===== src/swmd_ram.sv =====
// ----------------------------------------------------------------------------
// swmd_ram
// Generic single write, single read RAM with registered read data.
// ----------------------------------------------------------------------------
module swmd_ram #(
  parameter int WIDTH = 48,
  parameter int DEPTH = 32
) (
  input  logic                                      clk,
  input  logic                                      we,
  input  logic [((DEPTH > 1) ? $clog2(DEPTH) : 1)-1:0] waddr,
  input  logic [WIDTH-1:0]                          wdata,
  input  logic [((DEPTH > 1) ? $clog2(DEPTH) : 1)-1:0] raddr,
  output logic [WIDTH-1:0]                          rdata
);

  logic [WIDTH-1:0] mem [DEPTH];

  always_ff @(posedge clk) begin
    if (we) begin
      mem[waddr] <= wdata;
    end
    rdata <= mem[raddr];
  end

endmodule


===== config.mk =====
export PLATFORM = sky130hd
export DESIGN_NAME = swmd_ram
export DESIGN_NICKNAME = d
export VERILOG_FILES = /design/src/swmd_ram.sv
export SDC_FILE = /design/constraint.sdc
export NUM_CORES = 1
export LEC_CHECK = 0
export BUFFER_PORTS_ARGS = -buffer_cell sky130_fd_sc_hd__buf_2
export CAP_MARGIN = 10
export CORE_MARGIN = 2
export CORE_UTILIZATION = 35
export DETAILED_ROUTE_END_ITERATION = 8
export PLACE_DENSITY = 0.55
export SLEW_MARGIN = 20
export SYNTH_ARGS = -nofsm -noshare
export SYNTH_HDL_FRONTEND = slang
export SYNTH_SLANG_ARGS = --single-unit

===== constraint.sdc =====
create_clock -name clk -period 5.4 [get_ports clk]
set_input_delay 1.08 -clock clk [delete_from_list [all_inputs] [get_ports clk]]
set_output_delay 1.08 -clock clk [all_outputs]
set_load 0.005 [all_outputs]

* Yosys cells after proc, flatten, opt, wreduce, memory -nomap -nowiden
Memory sizes are Yosys's and may differ from the RTL's. A register that Yosys moved wholly into a read port is not among the register bits.
Cells that the tools add are included.
** Operators by class
- Muxes and demuxes :: 2
** Operator list (count)
- $mux 1 :: 2
** Storage, ports and cells
- Bits in registers :: 0
- Memories :: 1
- Output and inout port bits :: 48
- Word-level logic and storage cells :: 3
- Memory bits (writable) :: 1536
** Memory list
- mem :: words 32, bits a word 48, read ports 1, clocked after Yosys merged registers in 1, write ports 1, line 17 : logic [WIDTH-1:0] mem [DEPTH];

* Longest topological paths before layout
- Word-level depth :: 2
- Depth in mapped cells :: 8

* Worst setup path before layout
OpenSTA, ideal clock, no wires.
- Path type :: input to register
- From :: in waddr[1] (netlist bit)
- To :: mem mem[12][0], enable pin
- Path slack :: 1192 ps
- Path buffers :: 1
- Data required time :: 4946 ps
- Setup time :: 454 ps
- Arrival :: 3754 ps
- Stages on the path :: 3
- Path through :: or3b_2 > clkbuf_1 > nor2_1
** RTL lines
- start: declaration :: line 11 : input logic [((DEPTH > 1) ? $clog2(DEPTH) : 1)-1:0] waddr,
- end: declaration :: line 17
Straight into the memory's write port.

* Worst setup path in the final report
- From :: in we
- To :: mem mem[19][25], enable pin
** Between the ends
- Longest elaborated chain between the ends :: 2
** Ends and longest elaborated chain
- start: declaration :: line 10 : input logic we,
- $mux 1 :: line 20 : if (we) begin
- $mux 1 (not written as such) :: line 21 : mem[waddr] <= wdata;
No other way between the ends.

==> impl_metrics.py <==
metrics = {
    "outcome": {
        "status": "complete, no violations",
    },
    "sta": {
        "relSlewSlack": 0.244,
        "worst_pin_slew_ps": 1130,
        "finalSetupViolCount": 0,
        "finalCriticalPeriod_ps": 2920,
        "slew_viol_final": 0,
        "setup-tns-final_ps": 0,
        "fin_hold_ws_ps": 602,
        "hold_violations": 0,
        "rsz0062_at_grt": "no",
        "fin_crit_sh": 0.541,
        "finClkSkew_ps": 19.5,
        "clock.fmax_mhz": 343,
    },
    "final_layout": {
        "area_delta_synth_final_pct": 14.4,
        "nFillCells": 15400,
        "seq_area_um2": 47100,
        "multi_input_area_um2": 12700,
        "drive_gt1_frac": 0.131,
        "utilization": 0.404,
        "nNetsFinal": 3605,
    },
    "clock_tree": {
        "ctsResizeCount": 0,
        "clk_pin_slew_ps": 60,
        "cts_sinks": 1584,
        "cts_buffers": 162,
        "cts-root-buf": "clkbuf_16",
        "cts_hold_buf": 0,
        "cts_buffer_depth": 3,
        "h-tree-depth": 4,
        "cts_setup_buffers": 0,
        "clock_latency_ps": 790,
        "cts_tree": "done",
    },
    "yosys": {
        "ys_seq_area_frac": 0.775,
        "yosys.area.top_type": "edfxtp_1",
        "synth_most_common_cell": "edfxtp_1",
        "synth_seq_cells": 1584,
        "yosys_warnings": 0,
        "syn-num-nets": 3424,
        "synth_top_area_share": 0.760,
        "ys_types": 26,
        "synth-edff-count": 1536,
        "syn-cell-area_um2": 60700,
        "netlist_instances": 3364,
        "ys_top_cells_by_count": "1536 x edfxtp_1, 768 x mux2i_1, 146 x nand2_1, 146 x nand3_1",
        "synth_top_flop_cell": "edfxtp_1",
        "synth.avg_cell_area_um2": 18.1,
        "yosys-top-cells-area": "edfxtp_1 76%, mux2i_1 13%, a22oi_1 1.8%",
        "ys_async_sr_fraction": 0,
    },
    "routing": {
        "route.met2.wl_um": 75100,
        "routed.top_layer": "met5",
        "vias": 30800,
        "drcViolationCount": 0,
        "antenna_left": 0,
        "drt-wirelength-per-cell_um": 25.3,
        "dr_wl_met3_um": 5980,
        "routed_wl_um": 152000,
        "drt-initial-drc-count": 2678,
        "wl_met1_um": 67400,
        "firstDrtPassIters": 5,
        "vias_per_cell": 5.14,
    },
    "die": {
        "die_x_um": 421,
        "core_um2": 172000,
        "pin_count": 108,
        "start_util": 0.353,
        "dieArea_um2": 177000,
        "rows": 152,
        "die_h_um": 421,
    },
    "power": {
        "ir_drop_mv": 0.254,
        "p_leak_nw": 23.9,
        "p_per_area_nw_per_um2": 372,
    },
    "global_route": {
        "grt_max_degree": 82,
        "grt_antenna_before_repair": 4,
        "grt_pass1_vias": 31300,
        "groute.usage.overall": 0.171,
        "grt_pass1_wl_um": 220000,
        "overflow": 0,
    },
    "place": {
        "finalWeightedCongestion": 0.727,
        "dpl.hpwl_um": 79900,
        "numPortBuffers": 107,
    },
    "flow_run": {
        "drv_cap": 0,
    },
    "worst_setup_path": {
        "crit_start": "we",
        "start_kind": "input pin",
        "cp-end-kind": "flop",
        "worstReg2RegStart": "mem[19][44]$_DFFE_PP_",
        "crit_required_ps": 5880,
        "critical_path_class": "in -> reg",
        "critPathMaxFanout": 27,
        "worstPathArrival_ps": 3400,
    },
    "min_path": {
        "worstHoldStart": "mem[10][15]$_DFFE_PP_",
        "worst_hold_path_type": "reg -> reg",
    },
}
## power by group
| part | switching (mW) | leakage, nW | internal (mW) |
|---|---|---|---|
| clock network | 4.69 | 2.53 | 6.12 |
| registers | 0.0643 | 14.2 | 13.7 |
| logic | 0.849 | 7.15 | 0.412 |
## per-stage QoR
stage | cell area (µm²) | setup slack (ps) | instances | power (mW)
global placement | 64300 | 1700 | 5691 | 15.3
floorplan | 60700 | 1190 | 3364 | 14.7
finish | 69400 | 2480 | 5995 | 25.8
detailed placement | 64300 | 1620 | 5691 | 15.3
CTS | 69400 | 2470 | 5993 | 26.1
global route | 69400 | 2390 | 5995 | 26.6
## metal layers
metal  GRT usage  vias to the layer above
met5           0                        -
met4      0.0487                        4
met3      0.0240                      197
met2       0.289                      623
met1       0.230                    16200
li1            -                    13800
## critical path, cell delays in order
cell and delay [ps]:
buf_2 130, nand3_1 630, nor2_4 1140, buf_4 390
## layout make-up
type / instances / area share
multi-input cells: 1589 / 0.182
clock buffers: 236 / 0.0653
repair buffers: 208 / 0.0238
flip-flops and latches: 1584 / 0.678
diodes: 2 / 0.0000721
clock inverters: 66 / 0.00877
well taps: 2310 / 0.0416
## cells by family after synthesis
logic type | after synthesis | share of synthesized area
DFF | 1584 | 0.775
buffers and inverters | 191 | 0.0206
AOI/OAI and AO/OA | 432 | 0.0485
muxes | 768 | 0.127
and+or+nand+nor | 389 | 0.0289
## path summary, 6_finish.rpt
| kind | endpoint | slack, ps | cells past startpoint |
|---|---|---|---|
| worst min register to register | rdata[15]$_DFF_P_ | 600 | 4 |
| worst max-delay path | mem[19][25]$_DFFE_PP_ | 2480 | 4 |
| worst max register to register | rdata[44]$_DFF_P_ | 3840 | 4 |
| worst min-delay path | rdata[15]$_DFF_P_ | 600 | 4 |
## cells in the final DEF (no fill, tap or decap), types with 14 or more instances in the layout
master	instances
buf_2	106
a22o_1	96
clkbuf_16	163
nand2_1	145
nor3_1	48
a22oi_1	144
edfxtp_1	1536
mux2i_1	768
nand3_1	146
a31oi_1	48
a21oi_1	144
clkbuf_8	18
clkbuf_1	55
buf_4	73
nor2_4	33
dfxtp_1	48
buf_12	28
clkinv_2	32
clkinv_1	14
## state kept, by name (all words and copies together) (netlist names)
register  count
mem        1536
rdata        48
Note: power is estimated with default switching activity, not from simulation.
