--- config.mk ---
export PLATFORM = sky130hd
export DESIGN_NAME = swmd_fxu
export DESIGN_NICKNAME = d
export VERILOG_FILES = /design/src/swmd_pkg.sv /design/src/swmd_fxu.sv
export SDC_FILE = /design/constraint.sdc
export NUM_CORES = 2
export LEC_CHECK = 0
export ABC_AREA = 1
export BUFFER_PORTS_ARGS = -buffer_cell sky130_fd_sc_hd__buf_2
export CAP_MARGIN = 15
export CORE_MARGIN = 4
export CORE_UTILIZATION = 50
export DETAILED_ROUTE_END_ITERATION = 16
export GPL_TIMING_DRIVEN = 1
export PLACE_DENSITY = 0.64
export SYNTH_ARGS = -nofsm -noshare
export SYNTH_HDL_FRONTEND = slang
export SYNTH_SLANG_ARGS = --single-unit
--- constraint.sdc ---
create_clock -name clk -period 37.1 [get_ports clk]
set_input_delay 1.855 -clock clk [delete_from_list [all_inputs] [get_ports clk]]
set_output_delay 1.855 -clock clk [all_outputs]
set_load 0.02 [all_outputs]
--- src/swmd_pkg.sv ---
// ----------------------------------------------------------------------------
// swmd_pkg
// Types, codes and saturating helpers shared by the swap market model drift
// block and its fixed point unit.
// ----------------------------------------------------------------------------
package swmd_pkg;

  localparam int FX_W       = 48;
  localparam int OUT_LIMIT  = 32;
  localparam int CFG_IDX_W  = 3;
  localparam int CFG_DATA_W = 6;

  typedef logic signed [FX_W-1:0] fx_t;

  localparam fx_t FX_MAX = {1'b0, {(FX_W-1){1'b1}}};
  localparam fx_t FX_MIN = {1'b1, {(FX_W-1){1'b0}}};

  // configuration register indexes
  localparam logic [CFG_IDX_W-1:0] REG_NUM_RATES   = 3'd0;
  localparam logic [CFG_IDX_W-1:0] REG_NUM_FACTORS = 3'd1;
  localparam logic [CFG_IDX_W-1:0] REG_ALIVE_START = 3'd2;
  localparam logic [CFG_IDX_W-1:0] REG_NUMERAIRE   = 3'd3;

  // request codes
  localparam logic [1:0] REQ_PSEUDO  = 2'd0;
  localparam logic [1:0] REQ_DISP    = 2'd1;
  localparam logic [1:0] REQ_CURVE   = 2'd2;
  localparam logic [1:0] REQ_COMPUTE = 2'd3;

  typedef struct packed {
    logic [1:0] req_type;
    logic [4:0] rate_index;
    logic [4:0] factor_index;
    fx_t        pseudo_value;
    fx_t        displacement;
    fx_t        swap_rate;
    fx_t        accrual_tau;
    fx_t        annuity;
    fx_t        numeraire_ratio;
  } in_item_t;

  typedef struct packed {
    logic [4:0] drift_index;
    fx_t        drift;
    logic       last;
  } out_item_t;

  typedef enum logic {FXU_MUL, FXU_DIV} fxu_op_t;

  typedef struct packed {
    logic    start;
    fxu_op_t op;
  } fxu_req_t;

  typedef struct packed {
    logic done;
  } fxu_rsp_t;

  typedef enum logic [1:0] {FX_IDLE, FX_MUL, FX_DIV, FX_FIN} fxu_state_t;

  typedef enum logic [3:0] {
    S_IDLE, S_KINIT, S_RLOAD, S_RLAT, S_REC,
    S_DINIT, S_DLOAD, S_DLAT, S_DOP, S_EMIT, S_OWAIT
  } seq_state_t;

  // recursion micro steps
  typedef enum logic [2:0] {RS_PA, RS_SR, RS_PD, RS_PDA, RS_NUM, RS_TAU} rstep_t;

  // drift micro steps
  typedef enum logic {DS_DIV, DS_MUL} dstep_t;

  function automatic fx_t sat_add(fx_t a, fx_t b);
    logic signed [FX_W:0] s;
    s = {a[FX_W-1], a} + {b[FX_W-1], b};
    if (s[FX_W] != s[FX_W-1]) begin
      return s[FX_W] ? FX_MIN : FX_MAX;
    end
    return s[FX_W-1:0];
  endfunction

  function automatic fx_t sat_neg(fx_t a);
    return (a == FX_MIN) ? FX_MAX : -a;
  endfunction

endpackage

--- src/swmd_fxu.sv ---
// ----------------------------------------------------------------------------
// swmd_fxu
// Shared fixed point unit: rounded saturating multiply over four 24x24
// partial products, and rounded saturating divide one quotient bit a cycle.
// ----------------------------------------------------------------------------
module swmd_fxu #(
  parameter int FRAC_BITS = 32
) (
  input  logic               clk,
  input  logic               rst_n,
  input  swmd_pkg::fxu_req_t req,
  input  swmd_pkg::fx_t      a,
  input  swmd_pkg::fx_t      b,
  output swmd_pkg::fxu_rsp_t rsp,
  output swmd_pkg::fx_t      y
);

  localparam int W  = swmd_pkg::FX_W;
  localparam int HW = W / 2;
  localparam int PW = 2 * W;
  localparam int DW = W + FRAC_BITS;
  localparam int CW = $clog2(DW + 1);

  swmd_pkg::fxu_state_t state_r, state_nxt;
  swmd_pkg::fxu_op_t    op_r;
  logic                 neg_r, zero_r, inf_r, over_r, done_r;
  logic [W-1:0]         ua_r, ub_r, q_r, rem_r;
  logic [PW-1:0]        acc_r;
  logic [1:0]           step_r;
  logic [DW-1:0]        dvd_r;
  logic [CW-1:0]        cnt_r;
  swmd_pkg::fx_t        y_r;

  logic [W-1:0]  ua_c, ub_c, lim, mag;
  logic [HW-1:0] ah, bh;
  logic [W-1:0]  pp;
  logic [PW-1:0] pp_sh, rnd, qm;
  logic [W:0]    r2, q2;
  logic          ge, rbit;

  assign ua_c = a[W-1] ? W'(-a) : W'(a);
  assign ub_c = b[W-1] ? W'(-b) : W'(b);

  always_comb begin
    ah = step_r[1] ? ua_r[W-1:HW] : ua_r[HW-1:0];
    bh = step_r[0] ? ub_r[W-1:HW] : ub_r[HW-1:0];
    pp = W'(ah) * W'(bh);
    if (step_r[1] & step_r[0]) begin
      pp_sh = PW'(pp) << W;
    end else if (step_r[1] ^ step_r[0]) begin
      pp_sh = PW'(pp) << HW;
    end else begin
      pp_sh = PW'(pp);
    end
  end

  // one restoring division step
  always_comb begin
    r2 = {rem_r, dvd_r[DW-1]};
    ge = r2 >= {1'b0, ub_r};
  end

  always_comb begin
    lim  = neg_r ? {1'b1, {(W-1){1'b0}}} : {1'b0, {(W-1){1'b1}}};
    rnd  = acc_r + (PW'(1) << (FRAC_BITS - 1));
    qm   = rnd >> FRAC_BITS;
    rbit = {rem_r, 1'b0} >= {1'b0, ub_r};
    q2   = {1'b0, q_r} + (W+1)'(rbit);
    if (op_r == swmd_pkg::FXU_MUL) begin
      mag = (qm > PW'(lim)) ? lim : qm[W-1:0];
    end else if (zero_r) begin
      mag = '0;
    end else if (inf_r || over_r || q2 > {1'b0, lim}) begin
      mag = lim;
    end else begin
      mag = q2[W-1:0];
    end
  end

  always_comb begin
    state_nxt = state_r;
    unique case (state_r)
      swmd_pkg::FX_IDLE: begin
        if (req.start) begin
          if (req.op == swmd_pkg::FXU_MUL) begin
            state_nxt = swmd_pkg::FX_MUL;
          end else if (ua_c == '0 || ub_c == '0) begin
            state_nxt = swmd_pkg::FX_FIN;
          end else begin
            state_nxt = swmd_pkg::FX_DIV;
          end
        end
      end
      swmd_pkg::FX_MUL: if (step_r == 2'd3) state_nxt = swmd_pkg::FX_FIN;
      swmd_pkg::FX_DIV: if (cnt_r == CW'(DW - 1)) state_nxt = swmd_pkg::FX_FIN;
      swmd_pkg::FX_FIN: state_nxt = swmd_pkg::FX_IDLE;
      default:          state_nxt = swmd_pkg::FX_IDLE;
    endcase
  end

  always_ff @(posedge clk) begin
    if (!rst_n) begin
      state_r <= swmd_pkg::FX_IDLE;
      done_r  <= 1'b0;
    end else begin
      state_r <= state_nxt;
      done_r  <= (state_r == swmd_pkg::FX_FIN);
    end
  end

  always_ff @(posedge clk) begin
    unique case (state_r)
      swmd_pkg::FX_IDLE: begin
        if (req.start) begin
          op_r   <= req.op;
          ua_r   <= ua_c;
          ub_r   <= ub_c;
          zero_r <= (req.op == swmd_pkg::FXU_DIV) && (ua_c == '0);
          inf_r  <= (req.op == swmd_pkg::FXU_DIV) && (ua_c != '0) && (ub_c == '0);
          // divide by zero takes the sign of the numerator alone
          neg_r  <= ((req.op == swmd_pkg::FXU_DIV) && (ub_c == '0)) ? a[W-1]
                                                                   : (a[W-1] ^ b[W-1]);
          acc_r  <= '0;
          step_r <= '0;
          dvd_r  <= {ua_c, {FRAC_BITS{1'b0}}};
          rem_r  <= '0;
          q_r    <= '0;
          over_r <= 1'b0;
          cnt_r  <= '0;
        end
      end
      swmd_pkg::FX_MUL: begin
        acc_r  <= acc_r + pp_sh;
        step_r <= step_r + 2'd1;
      end
      swmd_pkg::FX_DIV: begin
        dvd_r  <= dvd_r << 1;
        rem_r  <= ge ? W'(r2 - {1'b0, ub_r}) : r2[W-1:0];
        over_r <= over_r | q_r[W-1];
        q_r    <= {q_r[W-2:0], ge};
        cnt_r  <= cnt_r + CW'(1);
      end
      swmd_pkg::FX_FIN: begin
        y_r <= swmd_pkg::fx_t'(neg_r ? (~mag + W'(1)) : mag);
      end
      default: ;
    endcase
  end

  assign rsp.done = done_r;
  assign y        = y_r;

endmodule

==> Word-level counts from Yosys, hierarchy flattened <==
Cells that the tools add are included.
{ "classes": {"n_mul": 1, "n_lt_le_gt_ge": 4, "addsub": 9, "bitwise_logic": 5, "n_reduce_logical": 17, "muxes": 33, "eq_ne": 8} }
{ "ops": {"columns": ["operator", "n"], "rows": [
  ["$mux W48", 10],
  ["$mux W96", 2],
  ["$pmux W48 S2", 2],
  ["$pmux W96 S2", 1],
  ["$pmux W80 S2", 1],
  ["$ge A49 B48 Y1", 2],
  ["$add A96 B32 Y96 const B", 1],
  ["$add A96 B96 Y96", 1],
  ["$logic_not A48 Y1", 2],
  ["$neg A48 Y48", 2],
  ["$mux W80", 1],
  ["$mux W72", 1],
  ["$gt A64 B48 Y1", 1],
  ["$add A48 B1 Y49", 1],
  ["$gt A49 B48 Y1", 1],
  ["$add A48 B1 Y48 const B", 1],
  ["$mul A24 B24 Y48", 1],
  ["$mux W24", 2],
  ["$not A48 Y48", 1],
  ["$reduce_bool A48 Y1", 1],
  ["$sub A48 B48 Y48", 1],
  ["$pmux W7 S2", 1],
  ["$mux W2", 5],
  ["$pmux W2 S4", 1],
  ["19 further kinds", 34]
]} }
{ "totals": {"out_inout_bits": 49, "in_bits": 100, "wordCells": 93, "reg_bits": 433} }

==> Depth between registers and ports, before layout <==
{ "logic_depth": {"depth_word": 10, "mapped_depth": 55, "mapped_depth_nobuf": 53} }

==> Worst setup path after synthesis <==
Ideal clock, no wire load.
{ "synth_path": {"path_kind": "reg-to-reg", "startpoint": "register state_r[0]", "endpoint": "register cnt_r[0] (enable)", "n_path_buf": 1, "required_ns": 36.225, "path_slack_ns": 24.487, "path_stages_with_launch": 6, "synth_period_minus_slack_ns": 12.613, "setup_time_ns": 0.875, "arrival_ns": 11.738, "path_cell_list": "dfxtp_1 > inv_1 > ha_1 > clkbuf_1 > clkinv_1 > o21ai_0"} }
{ "synth_via": {"elab_chain_cells": 3, "elab_cells_between_ends": 5, "cone_classes": "eq/ne (2); reduce/logical (3)"} }
{ "synth_rtl": {"columns": ["element", "line_no", "rtl"], "rows": [
  ["start: declaration", "swmd_fxu.sv:24", "swmd_pkg::fxu_state_t state_r, state_nxt;"],
  ["start signal: assignment", "swmd_fxu.sv:103", "state_r <= swmd_pkg::FX_IDLE;"],
  ["start signal: assignment", "swmd_fxu.sv:106", "state_r <= state_nxt;"],
  ["$eq A2 B2 Y1 or $logic_not A2 Y1 (tied branches)", "swmd_fxu.sv:112", "unique case (state_r)"],
  ["$reduce_bool A2 Y1 (no line) or $ne A2 B2 Y1 (tied branches)", null, null],
  ["$reduce_and A2 Y1 (no line) (*)", null, null],
  ["end signal: assignment", "swmd_fxu.sv:141", "cnt_r <= cnt_r + CW'(1);"],
  ["end: declaration", "swmd_fxu.sv:31", "logic [CW-1:0] cnt_r;"]
]} }
Mark *: on every way between the ends. The rest lies on a longest branch, timed or not.
A chain may end at the register's enable or synchronous reset.

==> Final worst setup path <==
{ "layout_path": {"startpoint": "register step_r[1]", "endpoint": "register acc_r[95], data pin"} }
{ "layout_via": {"elab_chain_cells": 6, "elab_cells_between_ends": 8, "cone_classes": "add/sub (1); mul (1); mux (4); bitwise (2)"} }
{ "layout_rtl": {"columns": ["element", "line_no", "rtl"], "rows": [
  ["start: declaration", "swmd_fxu.sv:29", "logic [1:0] step_r;"],
  ["start signal: assignment", "swmd_fxu.sv:134", "step_r <= step_r + 2'd1;"],
  ["$mux W24", "swmd_fxu.sv:45", "ah = step_r[1] ? ua_r[W-1:HW] : ua_r[HW-1:0];"],
  ["$mul A24 B24 Y48", "swmd_fxu.sv:47", "pp = W'(ah) * W'(bh);"],
  ["$mux W72", "swmd_fxu.sv:50", "end else if (step_r[1] ^ step_r[0]) begin"],
  ["$mux W96 (*)", "swmd_fxu.sv:48", "if (step_r[1] & step_r[0]) begin"],
  ["$add A96 B96 Y96 (*)", "swmd_fxu.sv:133", "acc_r <= acc_r + pp_sh;"],
  ["$pmux W96 S2 (*)", "swmd_fxu.sv:112", null],
  ["end signal: assignment", "swmd_fxu.sv:133", null],
  ["end: declaration", "swmd_fxu.sv:28", "logic [PW-1:0] acc_r;"]
]} }
Marked as above.

==> metrics <==
status completed; r2r setup slk about 25 ns; Slew Limit Fails 0; Synth cell types 63; Area Growth Syn to Fin 7.15%; Skew-Pair Late Insertion Delay between 0.6 and 0.7 ns; Detailed Place HPWL approximately 150000 um; drt pass-1 iters 6; RSZ-0062 raised after global routing no; biggest area consumer among synthesized cells edfxtp_1; Worst EP required 37.49 ns; worst min path class reg2reg; initial antenna violation count 3; CP max-delay cell o21ai_1; Ys Warns 0; Num CTS Buffers 50; Post CTS Setup Buffer Count 0; n_diodes 0; synthesized area between 50000 and 60000 um^2; Max Root-Sink Buffers 3; FF+latch area around 12000 um^2; FF+latch count, synth 401; MaxCap Viol Count 0; Tmin final 12.00 ns; GR Overflow Total 0; gpl congestion around 1.0; Final Skew about 0.040 ns; critical setup path kind reg2reg; CP startpoint kind flop; relative slew slack 24.4%; Crit. End Element flop; Fmax between 80 and 90 MHz; CTS Sinks around 400; post-cts resize count 0; syn nets around 8400; drt first-iter violations about 4400; CTS clk-pin slew, worst paths roughly 0.060 ns; GRT Total Usage between 30% and 40%; Seq/Total Area, Yosys 21.9%; vias in the first global route 49600; fin nets ~8500; Post-Layout Cell Count approximately 9000; drt wl/cell 21.2 um; Final Hold Viols 0; Max FO, Critical Path 48; num ports approximately 150; measured slew at the worst slew-check pin about 1.1 ns; CP peak stage delay 0.93 ns; Rows approximately 120; share of synthesized registers carrying an async set or reset 0%; most frequent cells in the layout inv_1, nand2_1, nor2_1; post-synthesis cell count 7436; layout cells sized above 1 5.34%; die height roughly 340 um; total wire length 190000 um; commonest non-fill, non-tap cell in the layout inv_1; endpoints failing setup 0; core footprint about 110000 um^2; Main synth FF type edfxtp_1; DP Cell Count about 8900; syn avg cell area around 7.4 um^2; Hold Slack between 0.5 and 0.6 ns; Remaining DRCs 0; Via density between 5 and 6; DIE WIDTH roughly 340 um; critical path arrival around 12 ns; Multi-input gate area ~37000 um^2; antenna-violating nets left 0; # fillers ~11000; H-tree depth 2; area share of the largest cell type after synthesis between 20% and 30%; hold_buf cts 0; Setup TNS 0 ns; vias between 50000 and 60000; CTS root buf clkbuf_16; number of synthesized flops with an enable pin 398; largest net degree at the start of global routing 95; PortBufs approximately 150; first-pass GRT wire length between 200000 and 300000 um; top cells by area, synth edfxtp_1, fa_1, inv_1, ha_1, nand2_1; area of the die 115000 um^2; Initial Utilization approximately half; final period utilization about a third; CTS tree built
==> metal layers <==
| layer | global-route usage, % | wire (um) |
|---|---|---|
| met4 | 11.3 | 7650 |
| met2 | 52.1 | 84300 |
| met5 | 0 | 36 |
| met1 | 45.5 | 82600 |
| met3 | 5.13 | 15700 |
==> synth_stat cells (13+ instances only) <==
cell type	count
inv_1	1426
nand3b_1	25
a31oi_1	59
nor3_1	76
o211ai_1	15
nand2_1	1409
edfxtp_1	398
xor2_1	171
ha_1	425
o21ai_0	383
nor2_1	1064
xnor2_1	110
o21a_1	51
buf_2	13
nor2_2	16
o21ai_1	47
fa_1	484
nor4_1	40
o22ai_1	50
nand3_1	224
o21bai_1	16
nand4_1	106
nand2_2	28
a21oi_1	480
clkbuf_1	163
==> path summary, 6_finish.rpt <==
kind | from | endpoint | cells after the start
max reg2reg | step_r[1]$_SDFFCE_PN0P_ | acc_r[95]$_SDFFCE_PN0P_ | 37
max | step_r[1]$_SDFFCE_PN0P_ | acc_r[95]$_SDFFCE_PN0P_ | 37
min reg2reg | dvd_r[34]$_DFFE_PP_ | dvd_r[35]$_DFFE_PP_ | 2
min | dvd_r[34]$_DFFE_PP_ | dvd_r[35]$_DFFE_PP_ | 2
==> cells by family (layout without fill, tap and decap cells) <==
| group | after synthesis | count (layout) | share of synthesized area, % |
|---|---|---|---|
| fa+ha+maj | 909 | 909 | 27.4 |
| simple gates | 3043 | 3043 | 23.1 |
| buf+inv | 1636 | 1744 | 11.4 |
| compound gates | 1166 | 1166 | 11.7 |
| flops | 401 | 401 | 21.9 |
| xor+xnor | 281 | 281 | 4.49 |
==> worst max-delay path: cells and delay by family (launching register included) <==
| kind | cells | cell delay (ns) |
|---|---|---|
| flops | 1 | 0.41 |
| xor+xnor | 1 | 0.37 |
| fa+ha+maj | 9 | 4.08 |
| buf+inv | 8 | 1.36 |
| compound gates | 14 | 4.56 |
| simple gates | 5 | 0.94 |
==> through the flow <==
step | instance area (um^2) | worst slack, ns | utilization, %
final | 58700 | 25.10 | 53.9
after CTS | 58700 | 25.18 | 53.9
after global routing | 58700 | 24.40 | 53.9
after detailed placement | 57000 | 25.19 | 52.4
after global placement | 57000 | 25.45 | 52.4
after floorplan | 54800 | 24.49 | -
==> state kept, by name, summed over array words and instances, names as in the netlist <==
name and count:
y 48, dvd_r 48, inf_r 1, op_r 1
over_r 1, step_r 2, state_r 2, ub_r 48
neg_r 1, zero_r 1, ua_r 48, q_r 48
rem_r 48, rsp 1, cnt_r 7, acc_r 96
==> area by class of cell <==
type,instances,area share [%]
Inverter,1442,9.23
Tap cell,1414,3.01
Multi-Input combinational cell,5399,62.4
Clock buffer,51,2.17
Sequential cell,401,20.5
Clock inverter,39,0.665
Timing Repair Buffer,212,2.08
Power is left out: the tool's default activity adds up to more than one toggle a clock period on the data nets, which glitch-free logic cannot reach.
